<file path="src/hw/rtl/att_pkg.sv">
`timescale 1ns / 1ps
// Shared constants, codes and control/status types of the ack transaction table.
package att_pkg;

    localparam int TABLE_ENTRIES = 16;
    localparam int IDX_W = (TABLE_ENTRIES > 1) ? $clog2(TABLE_ENTRIES) : 1;
    localparam int CNT_W = $clog2(TABLE_ENTRIES + 1);

    localparam logic [15:0] ID_LIMIT = 16'd65535;

    // command codes
    localparam logic [2:0] CMD_CREATE     = 3'd0;
    localparam logic [2:0] CMD_FIND_ID    = 3'd1;
    localparam logic [2:0] CMD_FIND_KEY   = 3'd2;
    localparam logic [2:0] CMD_DELETE_ID  = 3'd3;
    localparam logic [2:0] CMD_DELETE_KEY = 3'd4;
    localparam logic [2:0] CMD_CLEAR      = 3'd5;

    // error codes
    localparam logic [1:0] ERR_OK        = 2'd0;
    localparam logic [1:0] ERR_NOT_FOUND = 2'd1;
    localparam logic [1:0] ERR_FULL      = 2'd2;

    // controller to datapath
    typedef struct packed {
        logic capture;
        logic scan_en;
        logic apply;
    } att_ctl_t;

    // datapath to controller
    typedef struct packed {
        logic needs_scan;
        logic scan_done;
    } att_sts_t;

endpackage

</file>
<file path="src/hw/rtl/att_if.sv">
`timescale 1ns / 1ps
// Request and response channel interfaces of the ack transaction table.
interface att_req_if;
    logic        valid;
    logic        ready;
    logic [2:0]  command;
    logic [7:0]  msg_cmd;
    logic [7:0]  from_addr;
    logic [7:0]  to_addr;
    logic [15:0] trans_id;
    logic [31:0] now_ms;

    modport source (
        output valid, command, msg_cmd, from_addr, to_addr, trans_id, now_ms,
        input  ready
    );
    modport sink (
        input  valid, command, msg_cmd, from_addr, to_addr, trans_id, now_ms,
        output ready
    );
endinterface

interface att_rsp_if;
    logic        valid;
    logic        ready;
    logic        found;
    logic [1:0]  error_code;
    logic        entry_status;
    logic [15:0] trans_id_out;
    logic [31:0] entry_time;
    logic [7:0]  entry_cmd;
    logic [7:0]  entry_from;
    logic [7:0]  entry_to;
    logic [4:0]  entry_count;

    modport source (
        output valid, found, error_code, entry_status, trans_id_out, entry_time,
               entry_cmd, entry_from, entry_to, entry_count,
        input  ready
    );
    modport sink (
        input  valid, found, error_code, entry_status, trans_id_out, entry_time,
               entry_cmd, entry_from, entry_to, entry_count,
        output ready
    );
endinterface

</file>
<file path="src/hw/rtl/att_ctrl.sv">
`timescale 1ns / 1ps
// Controller state machine: accept, scan the table, apply and hand off the result.
module att_ctrl (
    input  logic               clk,
    input  logic               rst_n,
    input  logic               req_valid,
    output logic               req_ready,
    output logic               rsp_valid,
    input  logic               rsp_ready,
    input  att_pkg::att_sts_t  sts,
    output att_pkg::att_ctl_t  ctl
);

    localparam logic [1:0] ST_IDLE  = 2'd0;
    localparam logic [1:0] ST_SCAN  = 2'd1;
    localparam logic [1:0] ST_APPLY = 2'd2;

    logic [1:0] state_reg;
    logic [1:0] state_next;
    logic       rsp_valid_reg;
    logic       rsp_valid_next;
    logic       out_free;

    assign out_free  = !rsp_valid_reg || rsp_ready;
    assign req_ready = (state_reg == ST_IDLE);
    assign rsp_valid = rsp_valid_reg;

    always_comb
    begin
        state_next  = state_reg;
        ctl.capture = 1'b0;
        ctl.scan_en = 1'b0;
        ctl.apply   = 1'b0;
        case (state_reg)
            ST_IDLE:
            begin
                if (req_valid)
                begin
                    ctl.capture = 1'b1;
                    state_next  = sts.needs_scan ? ST_SCAN : ST_APPLY;
                end
            end
            ST_SCAN:
            begin
                ctl.scan_en = 1'b1;
                if (sts.scan_done)
                begin
                    state_next = ST_APPLY;
                end
            end
            ST_APPLY:
            begin
                // table update and result load happen together, once the output slot frees
                if (out_free)
                begin
                    ctl.apply  = 1'b1;
                    state_next = ST_IDLE;
                end
            end
            default:
            begin
                state_next = ST_IDLE;
            end
        endcase
    end

    always_comb
    begin
        rsp_valid_next = rsp_valid_reg;
        if (ctl.apply)
        begin
            rsp_valid_next = 1'b1;
        end
        else if (rsp_ready)
        begin
            rsp_valid_next = 1'b0;
        end
    end

    always_ff @(posedge clk or negedge rst_n)
    begin
        if (!rst_n)
        begin
            state_reg     <= ST_IDLE;
            rsp_valid_reg <= 1'b0;
        end
        else
        begin
            state_reg     <= state_next;
            rsp_valid_reg <= rsp_valid_next;
        end
    end

endmodule

</file>
<file path="src/hw/rtl/att_datapath.sv">
`timescale 1ns / 1ps
// Datapath: slot storage, sequential scan, id counter, entry count and result register.
module att_datapath (
    input  logic               clk,
    input  logic               rst_n,
    input  att_pkg::att_ctl_t  ctl,
    output att_pkg::att_sts_t  sts,
    input  logic [2:0]         command,
    input  logic [7:0]         msg_cmd,
    input  logic [7:0]         from_addr,
    input  logic [7:0]         to_addr,
    input  logic [15:0]        trans_id,
    input  logic [31:0]        now_ms,
    output logic               found,
    output logic [1:0]         error_code,
    output logic               entry_status,
    output logic [15:0]        trans_id_out,
    output logic [31:0]        entry_time,
    output logic [7:0]         entry_cmd,
    output logic [7:0]         entry_from,
    output logic [7:0]         entry_to,
    output logic [4:0]         entry_count
);

    localparam int N     = att_pkg::TABLE_ENTRIES;
    localparam int IDX_W = att_pkg::IDX_W;
    localparam int CNT_W = att_pkg::CNT_W;

    // slot storage, read and written at idx_reg only
    logic [7:0]  slot_cmd_reg    [N];
    logic [7:0]  slot_from_reg   [N];
    logic [7:0]  slot_to_reg     [N];
    logic [15:0] slot_id_reg     [N];
    logic        slot_status_reg [N];
    logic [31:0] slot_time_reg   [N];
    logic [N-1:0] valid_reg;
    logic [N-1:0] valid_next;

    // captured request
    logic [2:0]  cmd_reg;
    logic [7:0]  key_cmd_reg;
    logic [7:0]  key_from_reg;
    logic [7:0]  key_to_reg;
    logic [15:0] id_reg;
    logic [31:0] now_reg;

    // scan state
    logic [IDX_W-1:0] idx_reg;
    logic [IDX_W-1:0] idx_next;
    logic [IDX_W-1:0] free_idx_reg;
    logic [IDX_W-1:0] free_idx_next;
    logic             free_found_reg;
    logic             free_found_next;
    logic             hit_reg;
    logic             hit_next;
    logic             have_free_reg;
    logic             have_free_next;

    logic [15:0]      id_counter_reg;
    logic [15:0]      id_counter_next;
    logic [CNT_W-1:0] count_reg;
    logic [CNT_W-1:0] count_next;

    // result register
    logic        found_reg;
    logic [1:0]  err_reg;
    logic        status_reg;
    logic [15:0] tid_reg;
    logic [31:0] time_reg;
    logic [7:0]  ecmd_reg;
    logic [7:0]  efrom_reg;
    logic [7:0]  eto_reg;
    logic [4:0]  ecount_reg;

    logic        res_found;
    logic [1:0]  res_err;
    logic        res_status;
    logic [15:0] res_tid;
    logic [31:0] res_time;
    logic [7:0]  res_cmd;
    logic [7:0]  res_from;
    logic [7:0]  res_to;
    logic [4:0]  res_count;
    logic [31:0] count_wide;

    logic        by_id;
    logic        key_eq;
    logic        match;
    logic        is_last;
    logic        slot_free;
    logic        wr_en;
    logic [15:0] new_id;

    assign by_id   = (cmd_reg == att_pkg::CMD_FIND_ID) || (cmd_reg == att_pkg::CMD_DELETE_ID);
    assign key_eq  = (slot_cmd_reg[idx_reg] == key_cmd_reg)
                  && (slot_from_reg[idx_reg] == key_from_reg)
                  && (slot_to_reg[idx_reg] == key_to_reg);
    assign match   = valid_reg[idx_reg] && (by_id ? (slot_id_reg[idx_reg] == id_reg) : key_eq);
    assign is_last = (idx_reg == IDX_W'(N - 1));
    assign slot_free = !valid_reg[idx_reg];

    assign sts.needs_scan = (command == att_pkg::CMD_CREATE)
                         || (command == att_pkg::CMD_FIND_ID)
                         || (command == att_pkg::CMD_FIND_KEY)
                         || (command == att_pkg::CMD_DELETE_ID)
                         || (command == att_pkg::CMD_DELETE_KEY);
    assign sts.scan_done  = match || is_last;

    assign new_id = (id_counter_reg >= att_pkg::ID_LIMIT) ? 16'd1 : (id_counter_reg + 16'd1);

    // scan sequencing
    always_comb
    begin
        idx_next        = idx_reg;
        free_idx_next   = free_idx_reg;
        free_found_next = free_found_reg;
        hit_next        = hit_reg;
        have_free_next  = have_free_reg;
        if (ctl.capture)
        begin
            idx_next        = '0;
            free_found_next = 1'b0;
            hit_next        = 1'b0;
            have_free_next  = 1'b0;
        end
        else if (ctl.scan_en)
        begin
            if (slot_free && !free_found_reg)
            begin
                free_idx_next   = idx_reg;
                free_found_next = 1'b1;
            end
            if (match)
            begin
                hit_next = 1'b1;
            end
            else if (is_last)
            begin
                // no match: park on the lowest free slot for a create
                idx_next       = free_found_reg ? free_idx_reg : idx_reg;
                have_free_next = free_found_reg || slot_free;
            end
            else
            begin
                idx_next = idx_reg + IDX_W'(1);
            end
        end
    end

    // apply step: table update and result
    always_comb
    begin
        valid_next      = valid_reg;
        count_next      = count_reg;
        id_counter_next = id_counter_reg;
        wr_en           = 1'b0;
        res_found       = 1'b0;
        res_err         = att_pkg::ERR_OK;
        res_status      = 1'b0;
        res_tid         = '0;
        res_time        = '0;
        res_cmd         = '0;
        res_from        = '0;
        res_to          = '0;
        case (cmd_reg)
            att_pkg::CMD_CREATE:
            begin
                if (hit_reg || have_free_reg)
                begin
                    wr_en           = 1'b1;
                    id_counter_next = new_id;
                    valid_next[idx_reg] = 1'b1;
                    if (!hit_reg)
                    begin
                        count_next = count_reg + CNT_W'(1);
                    end
                    res_found  = 1'b1;
                    res_status = hit_reg;
                    res_tid    = new_id;
                    res_time   = now_reg;
                    res_cmd    = key_cmd_reg;
                    res_from   = key_from_reg;
                    res_to     = key_to_reg;
                end
                else
                begin
                    res_err = att_pkg::ERR_FULL;
                end
            end
            att_pkg::CMD_FIND_ID, att_pkg::CMD_FIND_KEY,
            att_pkg::CMD_DELETE_ID, att_pkg::CMD_DELETE_KEY:
            begin
                if (hit_reg)
                begin
                    res_found  = 1'b1;
                    res_status = slot_status_reg[idx_reg];
                    res_tid    = slot_id_reg[idx_reg];
                    res_time   = slot_time_reg[idx_reg];
                    res_cmd    = slot_cmd_reg[idx_reg];
                    res_from   = slot_from_reg[idx_reg];
                    res_to     = slot_to_reg[idx_reg];
                    if ((cmd_reg == att_pkg::CMD_DELETE_ID)
                        || (cmd_reg == att_pkg::CMD_DELETE_KEY))
                    begin
                        valid_next[idx_reg] = 1'b0;
                        count_next          = count_reg - CNT_W'(1);
                    end
                end
                else
                begin
                    res_err = att_pkg::ERR_NOT_FOUND;
                end
            end
            att_pkg::CMD_CLEAR:
            begin
                valid_next = '0;
                count_next = '0;
            end
            default:
            begin
                res_err = att_pkg::ERR_OK;
            end
        endcase
        count_wide = 32'(count_next);
        res_count  = (count_wide > 32'd31) ? 5'd31 : count_wide[4:0];
    end

    always_ff @(posedge clk or negedge rst_n)
    begin
        if (!rst_n)
        begin
            valid_reg      <= '0;
            count_reg      <= '0;
            id_counter_reg <= '0;
            idx_reg        <= '0;
            free_idx_reg   <= '0;
            free_found_reg <= 1'b0;
            hit_reg        <= 1'b0;
            have_free_reg  <= 1'b0;
        end
        else
        begin
            idx_reg        <= idx_next;
            free_idx_reg   <= free_idx_next;
            free_found_reg <= free_found_next;
            hit_reg        <= hit_next;
            have_free_reg  <= have_free_next;
            if (ctl.apply)
            begin
                valid_reg      <= valid_next;
                count_reg      <= count_next;
                id_counter_reg <= id_counter_next;
            end
        end
    end

    always_ff @(posedge clk)
    begin
        if (ctl.capture)
        begin
            cmd_reg      <= command;
            key_cmd_reg  <= msg_cmd;
            key_from_reg <= from_addr;
            key_to_reg   <= to_addr;
            id_reg       <= trans_id;
            now_reg      <= now_ms;
        end
        if (ctl.apply && wr_en)
        begin
            slot_cmd_reg[idx_reg]    <= key_cmd_reg;
            slot_from_reg[idx_reg]   <= key_from_reg;
            slot_to_reg[idx_reg]     <= key_to_reg;
            slot_id_reg[idx_reg]     <= new_id;
            slot_status_reg[idx_reg] <= hit_reg;
            slot_time_reg[idx_reg]   <= now_reg;
        end
        if (ctl.apply)
        begin
            found_reg  <= res_found;
            err_reg    <= res_err;
            status_reg <= res_status;
            tid_reg    <= res_tid;
            time_reg   <= res_time;
            ecmd_reg   <= res_cmd;
            efrom_reg  <= res_from;
            eto_reg    <= res_to;
            ecount_reg <= res_count;
        end
    end

    assign found        = found_reg;
    assign error_code   = err_reg;
    assign entry_status = status_reg;
    assign trans_id_out = tid_reg;
    assign entry_time   = time_reg;
    assign entry_cmd    = ecmd_reg;
    assign entry_from   = efrom_reg;
    assign entry_to     = eto_reg;
    assign entry_count  = ecount_reg;

endmodule

</file>
<file path="src/hw/rtl/ack_transaction_table_unit.sv">
`timescale 1ns / 1ps
// Ack transaction table: 16-slot keyed table of pending acknowledge transactions.
//
// req channel (sink): one transfer carries a command (create-or-use, find by id,
// find by key, delete by id, delete by key, clear all) with key, id and time.
// rsp channel (source): exactly one transfer per request, in request order.
//
// Timing: a request is taken in the idle cycle, then the table is scanned one
// slot per cycle until the lowest matching slot or the last slot, then the
// apply step updates the table and loads the response register. Clear all and
// unused commands skip the scan. A new request is accepted only in idle.
// Response appears the cycle after the apply step.
//
// Reset clears all valid marks, the entry count and the id counter; slot
// contents are not cleared and need no clearing pass.
// A stalled rsp channel holds the response; the next request is still accepted
// and scanned, and waits in the apply step until the response register frees.
module ack_transaction_table_unit (
    input  logic          clk,
    input  logic          rst_n,
    att_req_if.sink       req,
    att_rsp_if.source     rsp
);

    att_pkg::att_ctl_t ctl;
    att_pkg::att_sts_t sts;

    att_ctrl u_ctrl (
        .clk       (clk),
        .rst_n     (rst_n),
        .req_valid (req.valid),
        .req_ready (req.ready),
        .rsp_valid (rsp.valid),
        .rsp_ready (rsp.ready),
        .sts       (sts),
        .ctl       (ctl)
    );

    att_datapath u_datapath (
        .clk          (clk),
        .rst_n        (rst_n),
        .ctl          (ctl),
        .sts          (sts),
        .command      (req.command),
        .msg_cmd      (req.msg_cmd),
        .from_addr    (req.from_addr),
        .to_addr      (req.to_addr),
        .trans_id     (req.trans_id),
        .now_ms       (req.now_ms),
        .found        (rsp.found),
        .error_code   (rsp.error_code),
        .entry_status (rsp.entry_status),
        .trans_id_out (rsp.trans_id_out),
        .entry_time   (rsp.entry_time),
        .entry_cmd    (rsp.entry_cmd),
        .entry_from   (rsp.entry_from),
        .entry_to     (rsp.entry_to),
        .entry_count  (rsp.entry_count)
    );

endmodule
</file>
<file path="src/flat_wrapper.sv">
// flat-port wrapper written by rule: the top's interface ports become plain ports
module ack_transaction_table_unit_flat 
  (clk, rst_n, req_valid, req_command, req_msg_cmd, req_from_addr, req_to_addr, req_trans_id, req_now_ms, req_ready, rsp_valid, rsp_found, rsp_error_code, rsp_entry_status, rsp_trans_id_out, rsp_entry_time, rsp_entry_cmd, rsp_entry_from, rsp_entry_to, rsp_entry_count, rsp_ready);
  att_req_if req_i ();
  att_rsp_if rsp_i ();
  input  logic clk;
  input  logic rst_n;
  input wire logic [$bits(req_i.valid)-1:0] req_valid;
  input wire logic [$bits(req_i.command)-1:0] req_command;
  input wire logic [$bits(req_i.msg_cmd)-1:0] req_msg_cmd;
  input wire logic [$bits(req_i.from_addr)-1:0] req_from_addr;
  input wire logic [$bits(req_i.to_addr)-1:0] req_to_addr;
  input wire logic [$bits(req_i.trans_id)-1:0] req_trans_id;
  input wire logic [$bits(req_i.now_ms)-1:0] req_now_ms;
  output wire logic [$bits(req_i.ready)-1:0] req_ready;
  output wire logic [$bits(rsp_i.valid)-1:0] rsp_valid;
  output wire logic [$bits(rsp_i.found)-1:0] rsp_found;
  output wire logic [$bits(rsp_i.error_code)-1:0] rsp_error_code;
  output wire logic [$bits(rsp_i.entry_status)-1:0] rsp_entry_status;
  output wire logic [$bits(rsp_i.trans_id_out)-1:0] rsp_trans_id_out;
  output wire logic [$bits(rsp_i.entry_time)-1:0] rsp_entry_time;
  output wire logic [$bits(rsp_i.entry_cmd)-1:0] rsp_entry_cmd;
  output wire logic [$bits(rsp_i.entry_from)-1:0] rsp_entry_from;
  output wire logic [$bits(rsp_i.entry_to)-1:0] rsp_entry_to;
  output wire logic [$bits(rsp_i.entry_count)-1:0] rsp_entry_count;
  input wire logic [$bits(rsp_i.ready)-1:0] rsp_ready;
  assign req_i.valid = req_valid;
  assign req_i.command = req_command;
  assign req_i.msg_cmd = req_msg_cmd;
  assign req_i.from_addr = req_from_addr;
  assign req_i.to_addr = req_to_addr;
  assign req_i.trans_id = req_trans_id;
  assign req_i.now_ms = req_now_ms;
  assign req_ready = req_i.ready;
  assign rsp_valid = rsp_i.valid;
  assign rsp_found = rsp_i.found;
  assign rsp_error_code = rsp_i.error_code;
  assign rsp_entry_status = rsp_i.entry_status;
  assign rsp_trans_id_out = rsp_i.trans_id_out;
  assign rsp_entry_time = rsp_i.entry_time;
  assign rsp_entry_cmd = rsp_i.entry_cmd;
  assign rsp_entry_from = rsp_i.entry_from;
  assign rsp_entry_to = rsp_i.entry_to;
  assign rsp_entry_count = rsp_i.entry_count;
  assign rsp_i.ready = rsp_ready;
  ack_transaction_table_unit u_core (.clk(clk), .rst_n(rst_n), .req(req_i), .rsp(rsp_i));
endmodule
</file>
<file path="config.mk">
export PLATFORM = sky130hd
export DESIGN_NAME = ack_transaction_table_unit_flat
export DESIGN_NICKNAME = d
export VERILOG_FILES = /design/src/hw/rtl/att_pkg.sv /design/src/hw/rtl/att_if.sv /design/src/hw/rtl/att_ctrl.sv /design/src/hw/rtl/att_datapath.sv /design/src/hw/rtl/ack_transaction_table_unit.sv /design/src/flat_wrapper.sv
export SDC_FILE = /design/constraint.sdc
export NUM_CORES = 1
export LEC_CHECK = 0
export BUFFER_PORTS_ARGS = -buffer_cell sky130_fd_sc_hd__buf_2
export CAP_MARGIN = 10
export CORE_ASPECT_RATIO = 1.4
export CORE_MARGIN = 2
export CORE_UTILIZATION = 50
export DETAILED_ROUTE_END_ITERATION = 16
export PLACE_DENSITY_LB_ADDON = 0.08
export SYNTH_ARGS = -nofsm -noshare
export SYNTH_HDL_FRONTEND = slang
export SYNTH_HIERARCHICAL = 1
export SYNTH_SLANG_ARGS = --single-unit
</file>
<file path="constraint.sdc">
create_clock -name clk -period 6.7 [get_ports clk]
set_clock_uncertainty 0.15 [all_clocks]
set_input_delay 0.67 -clock clk [delete_from_list [all_inputs] [get_ports clk]]
set_output_delay 0.67 -clock clk [all_outputs]
set_load 0.05 [all_outputs]
</file>
==> results.json <==
{
  "io_buffer_count": 161,
  "grt_first_pass_wirelength_mm": 193,
  "maxSlewHeadroom_pct": 18.3,
  "power.ir.vdd_worst_mv": 0.302,
  "cp.arrival_ns": 5.32,
  "max_clock_freq_mhz": 207,
  "initialDrtViolationCount": 2527,
  "post-route-worst-setup-slack_ns": 1.87,
  "critical_path.endpoint_type": "flop",
  "final_layout_size_suffix_gt1_share_pct": 24.8,
  "max_ffs_per_register": 512,
  "overflow": 0,
  "rows": 142,
  "leakage_nw": 19.6,
  "grt_setup_unrepaired": "false",
  "dpl.hpwl_mm": 72.5,
  "cap_viol_max_count": 0,
  "status": "complete, no violations",
  "core_region_area_um2": 107000,
  "finalWeightedCongestion": 0.830,
  "crit_fanout": 80,
  "dr.pass1.iters": 7,
  "via_count_of_the_first_global_routing_pass": 27986,
  "dominantRegCellSynth": "sky130_fd_sc_hd__edfxtp_1",
  "ys_top_cells_by_count": "sky130_fd_sc_hd__edfxtp_1, sky130_fd_sc_hd__mux4_2, sky130_fd_sc_hd__mux2i_1",
  "finish.cell_count_without_fillers": 4431,
  "timing.critical_path.required_ns": 7.19,
  "postRouteWirelength_mm": 134,
  "dominant_cell_by_count_in_the_synthesized_netlist": "sky130_fd_sc_hd__edfxtp_1",
  "start_kind": "flop",
  "finish.utilization_pct": 57.5,
  "route.antenna.remaining_nets": 0,
  "slew_viol_final": 0,
  "timing.hold.worst.class": "primary input to flop",
  "remaining_drc_errors": 0,
  "htreeDepth": 4,
  "dr_total_vias": 26864,
  "tightest_slew_ns": 1.22,
  "yosysSeqAreaShare_pct": 76.4,
  "report.final.hold_viol_count": 0,
  "avgRoutedWirePerCell_um": 30.3,
  "synth.ff_latch_count": 1375,
  "floorplan.die.width_um": 281,
  "count_of_flip_flops_with_a_built_in_enable_after_synthesis": 1324,
  "initial_antenna_violation_count": 3,
  "avgSynthCellArea_um2": 20.8,
  "finalWorstPathRequiredPeriod_ns": 4.83,
  "maximum_number_of_pins_on_one_net_before_global_route_repair": 92,
  "synth-async-reset-ratio_pct": 3.71,
  "finish.net_count": 2973,
  "worstSetupPathType": "flop to flop",
  "power_density_nw_per_um2": 370,
  "floorplan.io_pins": 162,
  "post_cts_buffers": 0,
  "start_util_pct": 50.3,
  "clk_pin_slew_ns": 0.07,
  "via_density_per_instance": 6.06,
  "vertical_die_dimension_um": 392,
  "floorplan.die_area_um2": 110000,
  "clk-insertion-delay-late_ns": 0.75,
  "fin_tns_setup_ns": 0,
  "post-place-cells": 4114,
  "total_number_of_clock_tree_sinks": 1375,
  "synth_top_cell_area_share_pct": 74.1,
  "pre_cts_setup_slack_ns": 1.89,
  "finalSetupViolCount": 0,
  "groute.usage.overall_pct": 24.7,
  "cts-buffers-inserted": 134,
  "synth.top_cells.by_area": "sky130_fd_sc_hd__edfxtp_1, sky130_fd_sc_hd__mux4_2, sky130_fd_sc_hd__mux2i_1",
  "ctsRootBufferMaster": "sky130_fd_sc_hd__clkbuf_16",
  "tritoncts": "done",
  "synthToLayoutAreaGrowth_pct": 14.3,
  "synthesis.nets": 2672,
  "timing.hold.ws_ns": 0.0711,
  "cts_buffer_depth": 3,
  "synth.distinct_cells": 71,
  "syn-instance-count": 2586,
  "yosysWarnings": 6,
  "synth_area_leader_cell": "sky130_fd_sc_hd__edfxtp_1",
  "period_share_pct": 72.1,
  "synth_area_um2": 53700,
  "diodes": 0
}
==> cell usage in the layout (no fill, tap or decap), types with 47 or more instances in the layout <==
| cell | n |
|---|---|
| sky130_fd_sc_hd__dfrtp_1 | 47 |
| sky130_fd_sc_hd__nand2_1 | 116 |
| sky130_fd_sc_hd__buf_4 | 50 |
| sky130_fd_sc_hd__o21ai_0 | 57 |
| sky130_fd_sc_hd__dlygate4sd3_1 | 76 |
| sky130_fd_sc_hd__a22oi_1 | 47 |
| sky130_fd_sc_hd__mux2i_1 | 138 |
| sky130_fd_sc_hd__mux4_2 | 274 |
| sky130_fd_sc_hd__clkbuf_16 | 140 |
| sky130_fd_sc_hd__edfxtp_1 | 1324 |
| sky130_fd_sc_hd__buf_2 | 161 |
| sky130_fd_sc_hd__a22o_1 | 61 |
==> timing repair <==
action,CTS,global route
hold buffers,76,0
endpoints found under the hold margin,126,0
resized for setup,0,0
==> report_power, final <==
part           switching (mW)  leakage, nW  internal, mW
Combinational            2.72         5.35          2.28
Sequential              0.562         12.2          9.78
Clock                    3.14         2.08          4.21
==> cell families after synthesis <==
logic type,share of synthesized area [%]
compound gates,3.65
xor+xnor,1.11
fa+ha+maj,0.163
buf+inv,1.64
flops,76.4
mux,14.5
simple gates,2.49
==> path summary, 6_finish.rpt <==
| kind | slack, ns | depth (start not counted) | to | from |
|---|---|---|---|---|
| min in group asynchronous | 0.44 | 3 | u_core/u_datapath/id_counter_reg[2] | rst_n |
| max | 1.87 | 10 | u_core/u_datapath/idx_reg[3] | u_core/u_datapath/idx_reg[3] |
| max in group asynchronous | 5.40 | 3 | u_core/u_datapath/idx_reg[2] | rst_n |
| max reg2reg | 1.87 | 10 | u_core/u_datapath/idx_reg[3] | u_core/u_datapath/idx_reg[3] |
| min | 0.07 | 1 | u_core/u_datapath/key_cmd_reg[1] | req_msg_cmd[1] |
| min reg2reg | 0.32 | 2 | u_core/u_datapath/free_idx_reg[1] | u_core/u_datapath/free_idx_reg[1] |
==> metal layers <==
metal  track usage, %  share of wire, %
met1             32.3                40
met2             42.2                51
met3             3.93               5.0
met4             8.55               3.3
met5                0             0.011
==> through the flow <==
stage	instance area [um2]	total power, mW
5_1_grt	61400	23.5
3_5_place_dp	56300	15.5
6_report	61400	22.7
4_1_cts	61400	22.9
2_1_floorplan	53700	14.1
3_3_place_gp	56300	15.5
==> worst max-delay path, stage by stage, from the launching register on <==
cell and delay [ns]:
sky130_fd_sc_hd__dfrtp_4 0.91, sky130_fd_sc_hd__buf_12 0.47, sky130_fd_sc_hd__mux4_2 0.40, sky130_fd_sc_hd__mux2i_1 0.16
sky130_fd_sc_hd__mux2i_1 0.15, sky130_fd_sc_hd__xor2_1 0.28, sky130_fd_sc_hd__nor4_1 0.82, sky130_fd_sc_hd__and4_1 0.46
sky130_fd_sc_hd__nand4_2 0.26, sky130_fd_sc_hd__and2_4 0.26, sky130_fd_sc_hd__a32o_1 0.21
==> layout make-up <==
class	instances	area [um2]
clock buffer	167	3600
fill	7868	45400
multi-input combinational	1051	11900
sequential	1375	41000
inverter	21	78.8
tap	1440	1800
clock inverter	73	644
timing repair buffer	304	2280
Note: power is estimated with default switching activity, not from simulation.
